## src/sv/line_keyword_command_matcher_top_assert.svh

```systemverilog
// Assertion macros for the line keyword command matcher.
`ifndef LINE_KEYWORD_COMMAND_MATCHER_TOP_ASSERT_SVH
`define LINE_KEYWORD_COMMAND_MATCHER_TOP_ASSERT_SVH

// The condition holds in the same cycle as the trigger.
`define LKCM_ASSERT_IMPL(label, clk, rst_n, trig, cond) \
    label: assert property (@(posedge clk) disable iff (!rst_n) (trig) |-> (cond)) \
        else $error("lkcm assertion failed: same-cycle check");

// The condition holds in the cycle after the trigger.
`define LKCM_ASSERT_NEXT(label, clk, rst_n, trig, cond) \
    label: assert property (@(posedge clk) disable iff (!rst_n) (trig) |=> (cond)) \
        else $error("lkcm assertion failed: next-cycle check");

`endif

```

## src/sv/lkcm_pkg.sv

```systemverilog
// Package with keyword tables, byte codes and command codes for the matcher.
package lkcm_pkg;

    localparam int unsigned MAX_LINE_LEN_DEF = 64;

    localparam int unsigned KW_COUNT = 5;
    localparam int unsigned KW_MAXLEN = 8;
    localparam int unsigned KW_IDX_W = $clog2(KW_MAXLEN);
    localparam int unsigned KW_LEN_W = 4;

    localparam logic [7:0] BYTE_CR = 8'd13;
    localparam logic [7:0] BYTE_LF = 8'd10;
    localparam logic [KW_COUNT-1:0] FLAGS_ALL = '1;

    typedef enum logic [2:0] {
        CMD_NONE     = 3'd0,
        CMD_SHUTDOWN = 3'd1,
        CMD_RUN      = 3'd2,
        CMD_ECHO     = 3'd3,
        CMD_WATCHDOG = 3'd4,
        CMD_PEAK     = 3'd5
    } cmd_code_t;

    localparam logic [7:0] KW_TEXT [KW_COUNT][KW_MAXLEN] = '{
        '{"S", "H", "U", "T", "D", "O", "W", "N"},
        '{"R", "U", "N", 8'h00, 8'h00, 8'h00, 8'h00, 8'h00},
        '{"E", "C", "H", "O", 8'h00, 8'h00, 8'h00, 8'h00},
        '{"W", "A", "T", "C", "H", "D", "O", "G"},
        '{"P", "E", "A", "K", 8'h00, 8'h00, 8'h00, 8'h00}
    };

    localparam logic [KW_LEN_W-1:0] KW_LEN [KW_COUNT] = '{
        4'd8, 4'd3, 4'd4, 4'd8, 4'd4
    };

    localparam cmd_code_t KW_CODE [KW_COUNT] = '{
        CMD_SHUTDOWN, CMD_RUN, CMD_ECHO, CMD_WATCHDOG, CMD_PEAK
    };

endpackage

```

## src/sv/line_keyword_command_matcher_top.sv

```systemverilog
// Line keyword command matcher: one byte per item, command code per item.
// Each accepted byte is registered in stage 1; its command code is registered in the output register.
// Throughput: one item per cycle while out_ready does not stall the output, set by the length and flag update.
// Reset clears the line length, sets all keyword flags and empties both stages.
`include "line_keyword_command_matcher_top_assert.svh"

module line_keyword_command_matcher_top #(
    parameter int unsigned MAX_LINE_LEN = lkcm_pkg::MAX_LINE_LEN_DEF
) (
    input  logic       clk,
    input  logic       rst_n,
    input  logic       in_valid,
    output logic       in_ready,
    input  logic [7:0] rx_byte,
    output logic       out_valid,
    input  logic       out_ready,
    output logic [2:0] command_code
);
    import lkcm_pkg::*;

    localparam int unsigned LEN_W = $clog2(MAX_LINE_LEN);
    localparam logic [LEN_W-1:0] LEN_MAX = LEN_W'(MAX_LINE_LEN - 1);

    logic                s1_valid_reg;
    logic                s1_valid_next;
    logic [7:0]          s1_byte_reg;
    logic                out_valid_reg;
    logic                out_valid_next;
    cmd_code_t           command_code_reg;
    cmd_code_t           command_code_next;
    logic [LEN_W-1:0]    len_reg;
    logic [LEN_W-1:0]    len_next;
    logic [KW_COUNT-1:0] flags_reg;
    logic [KW_COUNT-1:0] flags_next;

    logic in_fire;
    logic s1_fire;
    logic out_space;

    assign out_space = !out_valid_reg || out_ready;
    assign s1_fire   = s1_valid_reg && out_space;
    assign in_ready  = !s1_valid_reg || out_space;
    assign in_fire   = in_valid && in_ready;

    assign out_valid    = out_valid_reg;
    assign command_code = command_code_reg;

    always_comb
    begin
        s1_valid_next = s1_valid_reg;
        if (in_fire)
        begin
            s1_valid_next = 1'b1;
        end
        else if (s1_fire)
        begin
            s1_valid_next = 1'b0;
        end

        out_valid_next = out_valid_reg;
        if (s1_fire)
        begin
            out_valid_next = 1'b1;
        end
        else if (out_ready)
        begin
            out_valid_next = 1'b0;
        end
    end

    always_comb
    begin
        len_next          = len_reg;
        flags_next        = flags_reg;
        command_code_next = CMD_NONE;
        if (s1_byte_reg == BYTE_LF)
        begin
            for (int k = KW_COUNT - 1; k >= 0; k--)
            begin
                if (flags_reg[k] && len_reg == LEN_W'(KW_LEN[k]))
                begin
                    command_code_next = KW_CODE[k];
                end
            end
            len_next   = '0;
            flags_next = FLAGS_ALL;
        end
        else if (s1_byte_reg != BYTE_CR && len_reg < LEN_MAX)
        begin
            for (int k = 0; k < KW_COUNT; k++)
            begin
                if (!(len_reg < LEN_W'(KW_LEN[k]) &&
                      KW_TEXT[k][len_reg[KW_IDX_W-1:0]] == s1_byte_reg))
                begin
                    flags_next[k] = 1'b0;
                end
            end
            len_next = len_reg + 1'b1;
        end
    end

    always_ff @(posedge clk or negedge rst_n)
    begin
        if (!rst_n)
        begin
            s1_valid_reg  <= 1'b0;
            out_valid_reg <= 1'b0;
            len_reg       <= '0;
            flags_reg     <= FLAGS_ALL;
        end
        else
        begin
            s1_valid_reg  <= s1_valid_next;
            out_valid_reg <= out_valid_next;
            if (s1_fire)
            begin
                len_reg   <= len_next;
                flags_reg <= flags_next;
            end
        end
    end

    always_ff @(posedge clk)
    begin
        if (in_fire)
        begin
            s1_byte_reg <= rx_byte;
        end
        if (s1_fire)
        begin
            command_code_reg <= command_code_next;
        end
    end

    `LKCM_ASSERT_IMPL(a_len_bounded, clk, rst_n, 1'b1, len_reg <= LEN_MAX)
    `LKCM_ASSERT_NEXT(a_code_only_on_lf, clk, rst_n,
        s1_fire && s1_byte_reg != BYTE_LF, command_code_reg == CMD_NONE)
    `LKCM_ASSERT_NEXT(a_lf_clears_line, clk, rst_n,
        s1_fire && s1_byte_reg == BYTE_LF, len_reg == '0 && flags_reg == FLAGS_ALL)
    `LKCM_ASSERT_NEXT(a_cr_keeps_state, clk, rst_n,
        s1_fire && s1_byte_reg == BYTE_CR, $stable(len_reg) && $stable(flags_reg))

endmodule
```

## config.mk

```make
export PLATFORM = sky130hd
export DESIGN_NAME = line_keyword_command_matcher_top
export DESIGN_NICKNAME = d
export VERILOG_FILES = /design/src/sv/lkcm_pkg.sv /design/src/sv/line_keyword_command_matcher_top.sv
export VERILOG_INCLUDE_DIRS = /design/src /design/src/sv
export SDC_FILE = /design/constraint.sdc
export NUM_CORES = 1
export LEC_CHECK = 0
export BUFFER_PORTS_ARGS = -buffer_cell sky130_fd_sc_hd__buf_2
export CAP_MARGIN = 20
export CORE_MARGIN = 5
export CORE_UTILIZATION = 30
export DETAILED_ROUTE_END_ITERATION = 12
export GPL_TIMING_DRIVEN = 1
export SETUP_SLACK_MARGIN = 0.2
export SLEW_MARGIN = 20
export SYNTH_ARGS = -nofsm -noshare
export SYNTH_HDL_FRONTEND = slang
export SYNTH_SLANG_ARGS = --single-unit
export TNS_END_PERCENT = 20
```

## constraint.sdc

```tcl
create_clock -name clk -period 3.34 [get_ports clk]
set_input_delay 0 -clock clk [delete_from_list [all_inputs] [get_ports clk]]
set_output_delay 0 -clock clk [all_outputs]
set_load 0.01 [all_outputs]
```

==> metrics.md, run 1 <==
| Metric | Value |
|---|---|
| Fin cells | `262` |
| Post-CTS Resized | `0` |
| Startpoint types | `flip-flop` |
| Cell area after layout | `1930 um^2` |
| Slew Viols, Final | `0` |
| FMAX | `0.477 GHz` |
| Vias in the first global route | `1272` |
| Ys async rst share | `0.542` |
| Synthesized cell area | `roughly 1700 um^2` |
| Synth Instances | `around 170` |
| Actual slew at the worst max-slew pin | `614 ps` |
| Commonest cells after routing, fill and taps aside | `16 x buf_2, 12 x nand2_1, 11 x a21oi_1, 11 x nand3_1, 11 x edfxtp_1` |
| Seq cells post-synth | `24` |
| RSZ-0062 raised after global routing | `false` |
| Worst clock skew | `2.69 ps` |
| Routed Antenna Nets | `0` |
| Placed Area | `around 1800 um^2` |
| Syn nets | `192` |
| Global-route wire length before repair | `6120 um` |
| Critical path's slowest cell | `dfrtp_1` |
| DRC viols | `0` |
| Post-route core utilization | `0.355` |
| Std-Cell Core Area | `5440 um^2` |
| GRT Util Overall | `0.105` |
| Static Leak | `0.753 nW` |
| Grt ovf | `0` |
| Crit. End Element | `flip-flop` |
| Die width | `roughly 84 um` |
| Commonest non-fill, non-tap cell in the layout | `buf_2` |
| Rows | `27` |
| Diode count | `0` |
| Worst-Skew Late Latency | `approximately 260 ps` |
| Post-synth EDFFs | `11` |
| Max-cap viol count | `0` |
| Worst Path Buf+Inv | `1` |
| Clock Pin Slew Worst Setup and Hold Paths | `around 80 ps` |
| DR WL/cell | `13.7 um` |
| Sequential cell area | `662 um^2` |
| Post-CTS Setup Bufs | `0` |
| Sequential fraction of the synthesis area | `0.399` |
| DP HPWL | `2620 um` |
| Yosys Warn Count | `0` |
| Worst Path Required | `roughly 3500 ps` |
| Fraction of layout cells with a size suffix above 1 | `0.184` |
| Worst EP arrival | `approximately 2200 ps` |
| Peak supply drop | `373 uV` |
| Area growth, synth to finish | `16.5%` |
| CTS max path bufs | `2` |
| Mean Syn Cell Area | `just under 10 um^2` |
| GP Congestion | `roughly 0.84` |
| Detail Route met3 WL | `186 um` |
| Die area | `~7100 um^2` |
| First-pass DRT Iterations | `4` |
| Die height | `84.4 um` |
| Met1 WL | `1740 um` |
| Area occupied by multi-input gates | `903 um^2` |
| Slew headroom | `0.591` |
| Top Family by Delay on Critical Path | `simple AND/OR/NAND/NOR gates` |
| Initial antenna violation count | `0` |
| Placed cells | `248` |
| Slowest Stage Delay on Critical Path | `570 ps` |
| Hold_buf cts | `10` |
| Sink Count | `24` |
| Fin crit share | `0.628` |
| H-tree depth | `1` |
| CTS Buf Count | `3` |
| Final hold vios | `0` |
| Status | `completed` |
| Highest metal used | `met4` |
| Largest net degree at the start of global routing | `21` |
| Minimum clock period | `approximately 2100 ps` |
| Crit Path Category | `flip-flop to flip-flop` |
| 1st-iter DRT viols | `34` |
| Routed Wire Length | `3580 um` |
| Tightest Hold Check Type | `input pin to flip-flop` |
| Initial Util | `0.305` |
| Met2 wire length | `between 1500 and 2000 um` |
| TritonCTS clock tree | `yes` |
| Setup TNS | `0 ps` |
| Root buf cell | `clkbuf_8` |
| Worst path cell trace | `inv_1, ha_1, nand2_1, nor4_1, a22oi_1, nor3_1` |
| Netlist cell types | `49` |
| CP max FO | `14` |
| Nets | `around 210` |
| Finish-stage setup viols | `0` |
| PwrDens | `slightly above 600 nW/um^2` |
| Max reg flops | `8` |
| Via/cell ratio | `4.96` |
| Prevailing post-synth register cell | `edfxtp_1` |
| # fillers | `545` |
| IO Port Bufs | `16` |
| Vias | `1300` |
| Total I/O pin count | `17` |
| Pwr Total | `1.17 mW` |
[cell type report]
class                   instances  share of cell area
clock buffers                   3              0.0214
clock inverters                 1              0.0155
inverters                       7              0.0136
multi-input cells             129               0.467
flip-flops and latches         24               0.342
well taps                      72              0.0466
repair buffers                 26              0.0932
[cell usage after synthesis, drive strengths merged (5+ instances only)]
library cell / count / area share
a21oi: 11 / 0.033
buf: 9 / 0.036
dfrtp: 8 / 0.12
dfstp: 5 / 0.079
edfxtp: 11 / 0.20
ha: 9 / 0.068
inv: 7 / 0.016
nand2: 13 / 0.031
nand3: 12 / 0.039
nor2: 8 / 0.020
nor3: 5 / 0.015
o21ai: 8 / 0.024
xnor2: 10 / 0.053
xor2: 7 / 0.037
[metal layers]
metal,GRT usage,vias to the layer above
met5,0,-
met4,0.0317,0
met3,0.0216,4
met2,0.164,37
met1,0.146,597
li1,-,662
[path summary, 6_finish.rpt]
| kind | startpoint | to | slack (ps) | cells after the start |
|---|---|---|---|---|
| min in group asynchronous | rst_n | len_reg[5] | 150 | 2 |
| worst max-delay path | len_reg[1] | command_code[2] | 1240 | 6 |
| worst min-delay path | out_ready | out_valid | 10 | 3 |
| worst max register to register | len_reg[1] | command_code[2] | 1240 | 6 |
| max in group asynchronous | rst_n | flags_reg[4] | 2900 | 2 |
| worst min register to register | s1_valid_reg | out_valid | 510 | 1 |
[logic make-up (layout without fill, tap and decap cells)]
kind of cell	count (synthesis)	in the layout	synth area share
AO/OA/AOI/OAI	36	36	0.145
flip-flops	24	24	0.399
AND/OR/NAND/NOR	66	66	0.236
buffers and inverters	18	37	0.0566
multiplexers	1	1	0.00603
XOR/XNOR	17	17	0.0897
adder cells (fa/ha/maj)	9	9	0.0679
[worst min-delay path, stage by stage]
cell and delay (ps):
buf_2 80, nand2b_1 110, nand2b_1 50
[power by group]
group          internal, mW  switching [mW]  leakage, nW  total [mW]
logic                 0.207           0.258        0.461       0.465
registers             0.348           0.108        0.257       0.456
clock network         0.160          0.0926       0.0357       0.253
[per-stage QoR]
stage / worst slack, ps / hold WS (ps)
2_1_floorplan: 1470 / -296
3_3_place_gp: 1270 / -87.3
3_5_place_dp: 1280 / -86.0
4_1_cts: 1260 / 8.98
5_1_grt: 1020 / 26.2
6_report: 1240 / 13.2
(Power assumes the default switching activity.)
==> inputs of run 2 (changes only) <==
Clock period 3.34 ns to 1.74 ns, I/O delays scaled along.
==> run 2 against run 1 <==
Against the previous run:
- wire length up 8.2%
- register-to-register slack worse by 1100 ps
- sequential power up 76%
- first-iteration DRC count rose to 3.3 times the previous value
- largest power group unchanged
==> metrics.md, run 2 (synthesis results as in run 1) <==
| Metric | Value |
|---|---|
| Fraction of layout cells with a size suffix above 1 | `0.362` |
| Via/cell ratio | `5.09` |
| 1st-iter DRT viols | `113` |
| Crit Path Category | `flip-flop to flip-flop` |
| Clock Pin Slew Worst Setup and Hold Paths | `90 ps` |
| DP HPWL | `2810 um` |
| Slew headroom | `0.745` |
| CP max FO | `5` |
| First-pass DRT Iterations | `4` |
| Routed Wire Length | `between 3000 and 4000 um` |
| Std-Cell Core Area | `5440 um^2` |
| DRC viols | `0` |
| GP Congestion | `0.859` |
| Largest net degree at the start of global routing | `15` |
| Cell area after layout | `between 2000 and 2500 um^2` |
| Crit. End Element | `flip-flop` |
| Slowest Stage Delay on Critical Path | `490 ps` |
| Post-route core utilization | `0.407` |
| FMAX | `0.627 GHz` |
| Sequential cell area | `664 um^2` |
| CTS max path bufs | `2` |
| CTS Buf Count | `3` |
| Worst path cell trace | `buf_4, ha_1, or3_1, a21oi_2, a221o_1` |
| Commonest cells after routing, fill and taps aside | `16 x buf_2, 16 x buf_4, 12 x nand2_1` |
| DR WL/cell | `13.7 um` |
| RSZ-0062 raised after global routing | `true` |
| Worst EP arrival | `around 1800 ps` |
| H-tree depth | `1` |
| # fillers | `between 500 and 600` |
| Diode count | `0` |
| Finish-stage setup viols | `0` |
| Setup WS pre-CTS | `-6.87 ps` |
| Worst-Skew Late Latency | `270 ps` |
| Routed Antenna Nets | `0` |
| Fin crit share | `0.916` |
| Actual slew at the worst max-slew pin | `379 ps` |
| Peak supply drop | `505 uV` |
| PwrDens | `between 1000 and 1500 nW/um^2` |
| TritonCTS clock tree | `yes` |
| Worst Path Required | `1950 ps` |
| Initial antenna violation count | `0` |
| Area growth, synth to finish | `33.6%` |
| Area occupied by multi-input gates | `roughly 1000 um^2` |
| Critical path's slowest cell | `dfrtp_2` |
| Nets | `roughly 230` |
| Startpoint types | `flip-flop` |
| Final hold vios | `0` |
| GRT Util Overall | `0.112` |
| Tightest Hold Check Type | `input pin to flip-flop` |
| Minimum clock period | `1590 ps` |
| Worst Path Buf+Inv | `1` |
| Placed Area | `1880 um^2` |
| Initial Util | `0.305` |
| Root buf cell | `clkbuf_8` |
| Sink Count | `24` |
| Status | `completed` |
| Die area | `between 7000 and 8000 um^2` |
| Vias in the first global route | `between 1000 and 1500` |
| Static Leak | `0.861 nW` |
| Max reg flops | `8` |
| Top Family by Delay on Critical Path | `flip-flops` |
| Rows | `27` |
| Grt ovf | `0` |
| Die width | `84.4 um` |
| Worst clock skew | `around 2.8 ps` |
| Slew Viols, Final | `0` |
| Max-cap viol count | `0` |
| IO Port Bufs | `16` |
| Die height | `~84 um` |
| Vias | `around 1400` |
| Pwr Total | `between 2 and 3 mW` |
| Total I/O pin count | `17` |
| Post-route setup slack | `146 ps` |
| Global-route wire length before repair | `approximately 6600 um` |
## run 2: cell count changes in the layout (fill, tap and decap cells not counted), moves of 3 or more
cell / previous run / this run
ha_4: 0 / 4
buf_4: 0 / 16
inv_1: 5 / 2
ha_1: 9 / 3
buf_6: 0 / 4
## run 2: stage by stage
stage,hold WS (ps),cells,setup TNS [ps]
2_1_floorplan,-296,171,0
3_3_place_gp,-84.7,262,-5.71
4_1_cts,13.4,279,0
6_report,17.7,282,0
3_5_place_dp,-87.6,262,-6.87
5_1_grt,20.7,282,0
## run 2: timing repair
action                     in CTS  in global routing
pin swaps                       9                  8
gates cloned                    0                  0
hold endpoints to repair       22                  0
setup endpoints to repair      13                 13
setup buffers                   3                  3
hold buffers                   10                  0
gates resized for setup        20                  9
## run 2: tightest hold or removal path, stage by stage
cell and delay [ps]:
buf_2 80, nand2b_1 110, nand2b_1 60
## run 2: layout make-up
type / instances / share of cell area
timing repair buffer: 46 / 0.156
tap: 72 / 0.0407
inverter: 7 / 0.0130
multi-input combinational: 129 / 0.458
clock buffer: 3 / 0.0186
sequential: 24 / 0.300
clock inverter: 1 / 0.0136
## run 2: worst paths after layout
kind	startpoint	to	slack (ps)	depth (start not counted)
worst max-delay path	len_reg[1]	flags_reg[4]	150	5
worst min-delay path	out_ready	out_valid	20	3
worst max register to register	len_reg[1]	flags_reg[4]	150	5
worst min register to register	s1_valid_reg	out_valid	510	1
max in group asynchronous	rst_n	flags_reg[2]	1300	2
min in group asynchronous	rst_n	s1_valid_reg	150	2
## run 2: routing by layer
metal	up-vias	share of wire	GRT usage	routed length (um)
met1	689	0.43	0.142	1670
met5	-	0	0	0
met4	0	0.011	0.0201	42
li1	702	-	-	-
met2	36	0.50	0.194	1940
met3	8	0.056	0.0294	216
## run 2: power by group
part | total (mW) | internal, mW | switching (mW)
clock | 0.487 | 0.308 | 0.180
sequential | 0.804 | 0.675 | 0.129
combinational | 1.37 | 0.659 | 0.710
total | 2.66 | 1.64 | 1.02
